$ cat src/hw/rtl/cnrx_pkg.sv
// ----------------------------------------------------------------------------
// cnrx_pkg
// Shared widths, request codes and reset values for the CAN receive node
// demultiplexer.
// ----------------------------------------------------------------------------
package cnrx_pkg;

  localparam int BYTE_W      = 8;
  localparam int FRAME_BYTES = 8;
  localparam int ID_W        = 11;
  localparam int BC_W        = 4;
  localparam int NODE_W      = 8;
  localparam int KIND_W      = 2;
  localparam int CNT_OUT_W   = 7;

  localparam logic [KIND_W-1:0] KIND_FRAME = 2'd0;
  localparam logic [KIND_W-1:0] KIND_QUERY = 2'd1;
  localparam logic [KIND_W-1:0] KIND_DRAIN = 2'd2;

  localparam logic [ID_W-1:0] BASE_ID_RST = 11'h101;

endpackage

$ cat src/hw/rtl/cnrx_byte_ram.sv
// ----------------------------------------------------------------------------
// cnrx_byte_ram
// Byte store for all node buffers: one write port, one read port, read data
// registered.
// ----------------------------------------------------------------------------
module cnrx_byte_ram #(
  parameter int DEPTH = 256,
  parameter int AW    = 8
) (
  input  logic                        clk,
  input  logic                        wr_en,
  input  logic [AW-1:0]               wr_addr,
  input  logic [cnrx_pkg::BYTE_W-1:0] wr_data,
  input  logic                        rd_en,
  input  logic [AW-1:0]               rd_addr,
  output logic [cnrx_pkg::BYTE_W-1:0] rd_data
);
  import cnrx_pkg::*;

  logic [BYTE_W-1:0] mem [DEPTH];
  logic [BYTE_W-1:0] rd_data_r;

  always_ff @(posedge clk) begin
    if (wr_en) begin
      mem[wr_addr] <= wr_data;
    end
  end

  always_ff @(posedge clk) begin
    if (rd_en) begin
      rd_data_r <= mem[rd_addr];
    end
  end

  assign rd_data = rd_data_r;

endmodule

$ cat src/hw/rtl/cnrx_ctrl.sv
// ----------------------------------------------------------------------------
// cnrx_ctrl
// Request sequencer: appends frame bytes to the byte store one per cycle,
// answers length queries and streams drained bytes into the output register.
// Keeps the per-node byte counts and the base identifier register.
// ----------------------------------------------------------------------------
module cnrx_ctrl #(
  parameter int NODE_COUNT   = 4,
  parameter int BUFFER_DEPTH = 64,
  parameter int AW           = 8
) (
  input  logic                           clk,
  input  logic                           rst_n,
  input  logic                           cfg_valid,
  output logic                           cfg_ready,
  input  logic [cnrx_pkg::ID_W-1:0]      cfg_data,
  input  logic                           in_valid,
  output logic                           in_ready,
  input  logic [cnrx_pkg::KIND_W-1:0]    in_kind,
  input  logic [cnrx_pkg::ID_W-1:0]      in_frame_id,
  input  logic [cnrx_pkg::BC_W-1:0]      in_byte_count,
  input  logic [cnrx_pkg::BYTE_W-1:0]    in_data0,
  input  logic [cnrx_pkg::BYTE_W-1:0]    in_data1,
  input  logic [cnrx_pkg::BYTE_W-1:0]    in_data2,
  input  logic [cnrx_pkg::BYTE_W-1:0]    in_data3,
  input  logic [cnrx_pkg::BYTE_W-1:0]    in_data4,
  input  logic [cnrx_pkg::BYTE_W-1:0]    in_data5,
  input  logic [cnrx_pkg::BYTE_W-1:0]    in_data6,
  input  logic [cnrx_pkg::BYTE_W-1:0]    in_data7,
  input  logic [cnrx_pkg::NODE_W-1:0]    in_node,
  output logic                           out_valid,
  input  logic                           out_ready,
  output logic [cnrx_pkg::CNT_OUT_W-1:0] out_stored_count,
  output logic [cnrx_pkg::BYTE_W-1:0]    out_byte_value,
  output logic                           out_has_byte,
  output logic                           out_last,
  output logic                           mem_we,
  output logic [AW-1:0]                  mem_wa,
  output logic [cnrx_pkg::BYTE_W-1:0]    mem_wd,
  output logic                           mem_re,
  output logic [AW-1:0]                  mem_ra,
  input  logic [cnrx_pkg::BYTE_W-1:0]    mem_rd
);
  import cnrx_pkg::*;

  localparam int NI_W = (NODE_COUNT > 1) ? $clog2(NODE_COUNT) : 1;
  localparam int CW   = $clog2(BUFFER_DEPTH + 1);

  typedef enum logic [2:0] {S_IDLE, S_WRITE, S_RESP, S_DRD, S_DOUT} state_t;

  state_t                 state_r;
  logic [ID_W-1:0]        base_id_r;
  logic [CW-1:0]          len_r [NODE_COUNT];
  logic [NI_W-1:0]        node_r;
  logic [BC_W-1:0]        left_r;
  logic [BYTE_W-1:0]      bytes_r [FRAME_BYTES];
  logic [CW-1:0]          ptr_r;
  logic [CW-1:0]          drain_len_r;
  logic [CNT_OUT_W-1:0]   resp_cnt_r;
  logic                   out_valid_r;
  logic [CNT_OUT_W-1:0]   out_cnt_r;
  logic [BYTE_W-1:0]      out_byte_r;
  logic                   out_has_r;
  logic                   out_last_r;

  logic                   in_fire;
  logic                   out_free;
  logic                   out_load;
  logic [ID_W:0]          id_diff;
  logic                   id_hit;
  logic [NI_W-1:0]        frame_node;
  logic                   node_ok;
  logic [NI_W-1:0]        req_node;
  logic [CW-1:0]          req_len;
  logic [CW+CNT_OUT_W-1:0] req_len_w;
  logic [CW+CNT_OUT_W-1:0] drain_len_w;
  logic [BC_W-1:0]        clip_cnt;
  logic [CW-1:0]          cur_len;
  logic                   wr_room;
  logic                   drain_last;
  logic [CW-1:0]          ptr_inc;
  logic [AW-1:0]          base_addr;

  assign cfg_ready = 1'b1;
  assign in_ready  = (state_r == S_IDLE);
  assign in_fire   = in_valid & in_ready;
  assign out_free  = !out_valid_r || out_ready;
  assign out_load  = out_free && ((state_r == S_RESP) || (state_r == S_DOUT));

  // Node of a frame: identifier minus base, in range only if no borrow.
  assign id_diff    = {1'b0, in_frame_id} - {1'b0, base_id_r};
  assign id_hit     = !id_diff[ID_W] && (id_diff[ID_W-1:0] < ID_W'(NODE_COUNT));
  assign frame_node = id_diff[NI_W-1:0];

  assign node_ok  = in_node < NODE_W'(NODE_COUNT);
  assign req_node = in_node[NI_W-1:0];
  assign req_len  = len_r[req_node];
  assign clip_cnt = (in_byte_count > BC_W'(FRAME_BYTES)) ? BC_W'(FRAME_BYTES)
                                                         : in_byte_count;

  // Reported counts are cut to the result field's width.
  assign req_len_w   = {{CNT_OUT_W{1'b0}}, req_len};
  assign drain_len_w = {{CNT_OUT_W{1'b0}}, drain_len_r};

  assign cur_len    = len_r[node_r];
  assign wr_room    = cur_len < CW'(BUFFER_DEPTH);
  assign ptr_inc    = CW'(ptr_r + 1'b1);
  assign drain_last = (ptr_inc == drain_len_r);
  assign base_addr  = AW'(AW'(node_r) * AW'(BUFFER_DEPTH));

  // Only one request is in flight, so a read never meets a pending write.
  assign mem_we = (state_r == S_WRITE) && wr_room;
  assign mem_wa = base_addr + AW'(cur_len);
  assign mem_wd = bytes_r[0];
  assign mem_re = (state_r == S_DRD) ||
                  ((state_r == S_DOUT) && out_free && !drain_last);
  assign mem_ra = base_addr + AW'((state_r == S_DOUT) ? ptr_inc : ptr_r);

  always_ff @(posedge clk) begin
    if (!rst_n) begin
      state_r     <= S_IDLE;
      out_valid_r <= 1'b0;
      base_id_r   <= BASE_ID_RST;
      for (int i = 0; i < NODE_COUNT; i++) begin
        len_r[i] <= '0;
      end
    end else begin
      if (cfg_valid) begin
        base_id_r <= cfg_data;
      end
      if (out_load) begin
        out_valid_r <= 1'b1;
      end else if (out_ready) begin
        out_valid_r <= 1'b0;
      end
      case (state_r)
        S_IDLE: begin
          if (in_fire) begin
            case (in_kind)
              KIND_FRAME: begin
                if (id_hit && (clip_cnt != '0)) begin
                  state_r <= S_WRITE;
                end
              end
              KIND_QUERY: state_r <= S_RESP;
              KIND_DRAIN: begin
                if (node_ok && (req_len != '0)) begin
                  state_r <= S_DRD;
                end else begin
                  state_r <= S_RESP;
                end
              end
              default: ;
            endcase
          end
        end
        S_WRITE: begin
          // drop the byte once the buffer is full
          if (wr_room) begin
            len_r[node_r] <= CW'(cur_len + 1'b1);
          end
          if (left_r == BC_W'(1)) begin
            state_r <= S_IDLE;
          end
        end
        S_RESP: begin
          if (out_free) begin
            state_r <= S_IDLE;
          end
        end
        S_DRD: state_r <= S_DOUT;
        S_DOUT: begin
          if (out_free) begin
            if (drain_last) begin
              len_r[node_r] <= '0;
              state_r       <= S_IDLE;
            end
          end
        end
        default: state_r <= S_IDLE;
      endcase
    end
  end

  always_ff @(posedge clk) begin
    case (state_r)
      S_IDLE: begin
        if (in_fire) begin
          node_r      <= (in_kind == KIND_FRAME) ? frame_node : req_node;
          left_r      <= clip_cnt;
          ptr_r       <= '0;
          drain_len_r <= req_len;
          resp_cnt_r  <= ((in_kind == KIND_QUERY) && node_ok) ?
                         req_len_w[CNT_OUT_W-1:0] : '0;
          bytes_r[0]  <= in_data0;
          bytes_r[1]  <= in_data1;
          bytes_r[2]  <= in_data2;
          bytes_r[3]  <= in_data3;
          bytes_r[4]  <= in_data4;
          bytes_r[5]  <= in_data5;
          bytes_r[6]  <= in_data6;
          bytes_r[7]  <= in_data7;
        end
      end
      S_WRITE: begin
        // advance to the next frame byte
        for (int i = 0; i < FRAME_BYTES - 1; i++) begin
          bytes_r[i] <= bytes_r[i+1];
        end
        left_r <= BC_W'(left_r - 1'b1);
      end
      S_RESP: begin
        if (out_free) begin
          out_cnt_r  <= resp_cnt_r;
          out_byte_r <= '0;
          out_has_r  <= 1'b0;
          out_last_r <= 1'b1;
        end
      end
      S_DOUT: begin
        if (out_free) begin
          out_cnt_r  <= drain_len_w[CNT_OUT_W-1:0];
          out_byte_r <= mem_rd;
          out_has_r  <= 1'b1;
          out_last_r <= drain_last;
          ptr_r      <= ptr_inc;
        end
      end
      default: ;
    endcase
  end

  assign out_valid        = out_valid_r;
  assign out_stored_count = out_cnt_r;
  assign out_byte_value   = out_byte_r;
  assign out_has_byte     = out_has_r;
  assign out_last         = out_last_r;

endmodule

$ cat src/hw/rtl/can_rx_node_demux_buffers_top.sv
// ----------------------------------------------------------------------------
// can_rx_node_demux_buffers_top
// CAN receive demultiplexer into per-node byte buffers.
//
// Input beats carry a request: a received frame (kind 0), a length query
// (kind 1) or a drain of one node's buffer (kind 2). A frame whose identifier
// lies in base_id .. base_id+NODE_COUNT-1 has up to eight bytes appended to
// that node's buffer, one byte per cycle; bytes beyond BUFFER_DEPTH are lost.
// A frame for a node holds off the next request until its bytes are written;
// any other frame, and an unused kind, returns to idle straight away.
// A query yields one result beat from the response state. A drain yields its
// first byte through the read and output states, then one byte a cycle while
// out_ready does not stall, paced by the single read port of the byte store;
// the buffer is emptied after the beat flagged last. Invalid nodes and empty
// drains give one beat with count zero. One request is handled at a time; a
// new one is taken while the last result still waits in the output register.
// A stall on out_ready holds the output register and the sequencer.
// The cfg channel writes base_id and is always ready. Reset empties every
// buffer and loads base_id with 0x101; no clearing pass is needed.
// ----------------------------------------------------------------------------
module can_rx_node_demux_buffers_top #(
  parameter int NODE_COUNT   = 4,
  parameter int BUFFER_DEPTH = 64
) (
  input  logic                           clk,
  input  logic                           rst_n,
  input  logic                           cfg_valid,
  output logic                           cfg_ready,
  input  logic [cnrx_pkg::ID_W-1:0]      cfg_data,
  input  logic                           in_valid,
  output logic                           in_ready,
  input  logic [cnrx_pkg::KIND_W-1:0]    in_kind,
  input  logic [cnrx_pkg::ID_W-1:0]      in_frame_id,
  input  logic [cnrx_pkg::BC_W-1:0]      in_byte_count,
  input  logic [cnrx_pkg::BYTE_W-1:0]    in_data0,
  input  logic [cnrx_pkg::BYTE_W-1:0]    in_data1,
  input  logic [cnrx_pkg::BYTE_W-1:0]    in_data2,
  input  logic [cnrx_pkg::BYTE_W-1:0]    in_data3,
  input  logic [cnrx_pkg::BYTE_W-1:0]    in_data4,
  input  logic [cnrx_pkg::BYTE_W-1:0]    in_data5,
  input  logic [cnrx_pkg::BYTE_W-1:0]    in_data6,
  input  logic [cnrx_pkg::BYTE_W-1:0]    in_data7,
  input  logic [cnrx_pkg::NODE_W-1:0]    in_node,
  output logic                           out_valid,
  input  logic                           out_ready,
  output logic [cnrx_pkg::CNT_OUT_W-1:0] out_stored_count,
  output logic [cnrx_pkg::BYTE_W-1:0]    out_byte_value,
  output logic                           out_has_byte,
  output logic                           out_last
);
  import cnrx_pkg::*;

  localparam int MEM_DEPTH = NODE_COUNT * BUFFER_DEPTH;
  localparam int AW        = $clog2(MEM_DEPTH);

  logic              mem_we;
  logic [AW-1:0]     mem_wa;
  logic [BYTE_W-1:0] mem_wd;
  logic              mem_re;
  logic [AW-1:0]     mem_ra;
  logic [BYTE_W-1:0] mem_rd;

  cnrx_ctrl #(
    .NODE_COUNT  (NODE_COUNT),
    .BUFFER_DEPTH(BUFFER_DEPTH),
    .AW          (AW)
  ) u_ctrl (
    .clk             (clk),
    .rst_n           (rst_n),
    .cfg_valid       (cfg_valid),
    .cfg_ready       (cfg_ready),
    .cfg_data        (cfg_data),
    .in_valid        (in_valid),
    .in_ready        (in_ready),
    .in_kind         (in_kind),
    .in_frame_id     (in_frame_id),
    .in_byte_count   (in_byte_count),
    .in_data0        (in_data0),
    .in_data1        (in_data1),
    .in_data2        (in_data2),
    .in_data3        (in_data3),
    .in_data4        (in_data4),
    .in_data5        (in_data5),
    .in_data6        (in_data6),
    .in_data7        (in_data7),
    .in_node         (in_node),
    .out_valid       (out_valid),
    .out_ready       (out_ready),
    .out_stored_count(out_stored_count),
    .out_byte_value  (out_byte_value),
    .out_has_byte    (out_has_byte),
    .out_last        (out_last),
    .mem_we          (mem_we),
    .mem_wa          (mem_wa),
    .mem_wd          (mem_wd),
    .mem_re          (mem_re),
    .mem_ra          (mem_ra),
    .mem_rd          (mem_rd)
  );

  cnrx_byte_ram #(
    .DEPTH(MEM_DEPTH),
    .AW   (AW)
  ) u_ram (
    .clk    (clk),
    .wr_en  (mem_we),
    .wr_addr(mem_wa),
    .wr_data(mem_wd),
    .rd_en  (mem_re),
    .rd_addr(mem_ra),
    .rd_data(mem_rd)
  );

endmodule

$ cat config.mk
export PLATFORM = sky130hd
export DESIGN_NAME = can_rx_node_demux_buffers_top
export DESIGN_NICKNAME = d
export VERILOG_FILES = /design/src/hw/rtl/cnrx_pkg.sv /design/src/hw/rtl/cnrx_byte_ram.sv /design/src/hw/rtl/cnrx_ctrl.sv /design/src/hw/rtl/can_rx_node_demux_buffers_top.sv
export SDC_FILE = /design/constraint.sdc
export NUM_CORES = 2
export LEC_CHECK = 0
export ABC_AREA = 1
export BUFFER_PORTS_ARGS = -buffer_cell sky130_fd_sc_hd__buf_2
export CAP_MARGIN = 20
export CORE_MARGIN = 1.5
export CORE_UTILIZATION = 30
export CTS_CLUSTER_SIZE = 30
export DETAILED_ROUTE_END_ITERATION = 8
export SLEW_MARGIN = 40
export SYNTH_ARGS = -nofsm -noshare
export SYNTH_HDL_FRONTEND = slang
export SYNTH_SLANG_ARGS = --single-unit
$ cat constraint.sdc
create_clock -name clk -period 3.9 [get_ports clk]
set_input_delay 0.78 -clock clk [delete_from_list [all_inputs] [get_ports clk]]
set_output_delay 0.78 -clock clk [all_outputs]
set_load 0.005 [all_outputs]
==> out/metrics.cfg <==
[run_status]
status = finished, final reports clean

[grt]
grt_overflow = 0
grt_antenna_before_repair = 15
grt_use_total_pct = 15.98
grt_pass1_wl_mm = 396.9
grt_max_degree = 148
grt_pass1_vias = 62589

[synthesis]
synth_cell_types = 41
synthArstFlopShare_pct = 0
syn_area_per_cell_um2 = 10.25
synthTopCellsByArea = edfxtp_1, nand2_1, nand3_1, inv_1, buf_2
synth_ff_type = edfxtp_1
synth_top_area_share_pct = 67.94
ys_warn_count = 0
ys_seq_elements = 2209
syn_nets = 9580
ys_seq_area_share_pct = 68.29
synth-edff-count = 2192
synth_top_cell_by_area = edfxtp_1
netlist_area_mm2 = 0.09689
syn_inst = 9451

[critical_path]
r2r_start = u_ctrl.state_r[1]$_SDFFE_PN0P_
path_buf_inv = 2
path_class = reg2reg
cp-start-kind = flip-flop
r2r_cells = 13
crit_path_end_kind = flip-flop
crit-reg2reg-capture = u_ram.rd_data[0]$_DFFE_PP_
required_ns = 4.57
critical-path-top-delay-family = simple AND/OR/NAND/NOR gates
path_max_fanout = 33
cp_common_cell = nand3_1
slowest_stage = a21oi_4
cp_data_arrival_time_ns = 4.41
r2r_slack_ns = 0.16
max_stage_delay_ns = 0.55
worstPathCellList = nor2_4 > nand2_2 > nor2_1 > a21oi_4 > buf_12 > buf_12 > nand3_1 > nand3_1 > nand3_1 > nand3_1 > nand3_1 > nand3_1 > nand2_1

[power_and_ir_drop]
intPower_mw = 54.47
pwr-share-clk_pct = 22.8
ir_drop_mv = 0.7083
power.switching_mw = 41.03
p_sw_share_pct = 42.96
leakagePower_nw = 45.61
combPwrFrac_pct = 45.0
powerDensity_mw_per_mm2 = 850.6
pwr-share-seq_pct = 32.2

[floorplanning]
die_y_um = 571.3
coreArea_mm2 = 0.3211
die-area_mm2 = 0.3264
num_rows = 208
initial_core_util_pct = 30.17
die_w_um = 571.3
io_pins = 125

[cts]
cts_root_buffer = clkbuf_16
cts_sinks = 2209
post_cts_buffers = 0
cts_buffer_depth = 4
numCtsBuffers = 229
cts_tree = yes
path_clk_slew_ns = 0.06
clk_latency_ns = 0.92
htree_levels = 4

[sta]
finalMaxSlewViolations = 0
timing.final.crit_share_pct = 95.95
holdWs_ns = 0.07848
fin_crit_ns = 3.742
rsz0062_at_grt = yes
skew_ns = 0.08732
layout_setup_ws_ns = 0.1580
hold_viol = 0
slew_headroom_pct = 41.41
setup_violations = 0
worst_pin_slew_ns = 0.8789
fin_setup_tns_ns = 0
max_freq_mhz = 267.2

[finish]
fillers = 31833
final_common_cell = nand2_1
syn2layout_area_growth_pct = 15.88
fin_nets = 9810
drive_gt1_share_pct = 8.952
most-common-layout-cells = nand2_1, edfxtp_1, nand3_1
stdcell_count = 14162

[job]
drv_cap = 0

[hold_path]
min_from = in_data7[5]
hold_path_class = in2reg
worstHoldEndpoint = u_ctrl.bytes_r[1][29]$_DFFE_PP_
holdPathStages = 1

[route]
dr.pass1.iters = 5
totalWireLength_mm = 264.9
drtIter0Drc = 6703
viasPerCell = 4.657
antenna_left = 0
wl_per_cell_um = 18.71
drc = 0
dr_total_vias = 65950

[placed_design]
portBuffers = 123
placedCellCount = 13748
dp_slack_ns = 0.2000
dpl.hpwl_mm = 157.9
place.gp.congestion = 0.8599

cell type report:
type	instances	area, um2	share of cell area, %
clock inverters	137	1434	1.277
flip-flops and latches	2209	66160	58.93
multi-input cells	5107	22520	20.06
diodes	5	12.51	0.01114
clock buffers	265	5929	5.281
repair buffers	510	4710	4.195
inverters	1624	6112	5.444
well taps	4305	5386	4.798
metrics by stage:
step                instance area, um2  utilization [%]  total power [mW]
finish                          112300            34.96             95.50
global route                    112300            34.96             100.4
detailed placement              104800            32.63             73.96
CTS                             112200            34.94             95.74
global placement                104800            32.62             73.70
floorplan                        96890                -             57.06
power by group through the flow:
stage | Clock (mW) | Combinational (mW) | Sequential [mW]
after detailed placement | 0 | 42.7 | 31.2
after global routing | 23.0 | 46.7 | 30.8
after CTS | 22.1 | 42.9 | 30.8
final | 21.8 | 43.0 | 30.7
after global placement | 0 | 42.4 | 31.3
after floorplan | 0 | 23.9 | 33.2
worst max path at each step:
stage / to / from / slack [ns] / cells past startpoint
2_1_floorplan: u_ram.mem[0][0]$_DFFE_PP_ / u_ctrl.bytes_r[0][0]$_DFFE_PP_ / -0.15 / 0
3_3_place_gp: u_ram.rd_data[1]$_DFFE_PP_ / u_ctrl.state_r[1]$_SDFFE_PN0P_ / 0.25 / 14
3_5_place_dp: u_ram.rd_data[1]$_DFFE_PP_ / u_ctrl.state_r[1]$_SDFFE_PN0P_ / 0.20 / 14
4_1_cts: u_ram.mem[16][2]$_DFFE_PP_ / flip-flop / 0.18 / 11
5_1_grt: u_ram.mem[82][2]$_DFFE_PP_ / flip-flop / -0.02 / 10
6_report: u_ram.rd_data[0]$_DFFE_PP_ / u_ctrl.state_r[1]$_SDFFE_PN0P_ / 0.16 / 13
registers in the layout, summed over array words and instances, names as in the netlist, 2 cells and up, named ones only:
name                     count
u_ctrl.bytes_r              64
u_ram.rd_data                8
u_ctrl.len_r                28
u_ctrl.out_stored_count      7
u_ctrl.node_r                2
u_ctrl.resp_cnt_r            7
u_ram.mem                 2048
u_ctrl.out_byte_value        8
u_ctrl.base_id_r            11
u_ctrl.drain_len_r           7
u_ctrl.left_r                4
u_ctrl.state_r               3
u_ctrl.ptr_r                 7
metal layers:
layer / vias up / part of all wire [%] / GRT usage [%]
met4: 12 / 3.2 / 5.108
met1: 31601 / 42 / 21.86
li1: 31381 / - / -
met2: 2507 / 46 / 25.85
met5: - / 0.026 / 0
met3: 449 / 8.0 / 2.567
synthesized netlist by cell type, types with 23 or more instances:
cell type and instances:
nand3_1 1789, o211ai_1 64, nor2_1 331, buf_2 280, o21ai_0 120, ha_1 23, buf_1 48, a21oi_1 39
clkbuf_1 179, nand2_1 2662, inv_1 1616, edfxtp_1 2192
timing repair:
action,in CTS,in global routing
endpoints found under the hold margin,6,0
gates resized for setup,0,4
endpoints found under the setup margin,0,64
hold buffers,6,0
kinds of logic after synthesis:
group | synth area share, %
other cells | 0.003871
compound gates | 1.454
buf+inv | 8.643
fa+ha+maj | 0.3177
flops | 68.29
xor+xnor | 0.1537
simple gates | 21.14
Note: power is estimated with default switching activity, not from simulation.
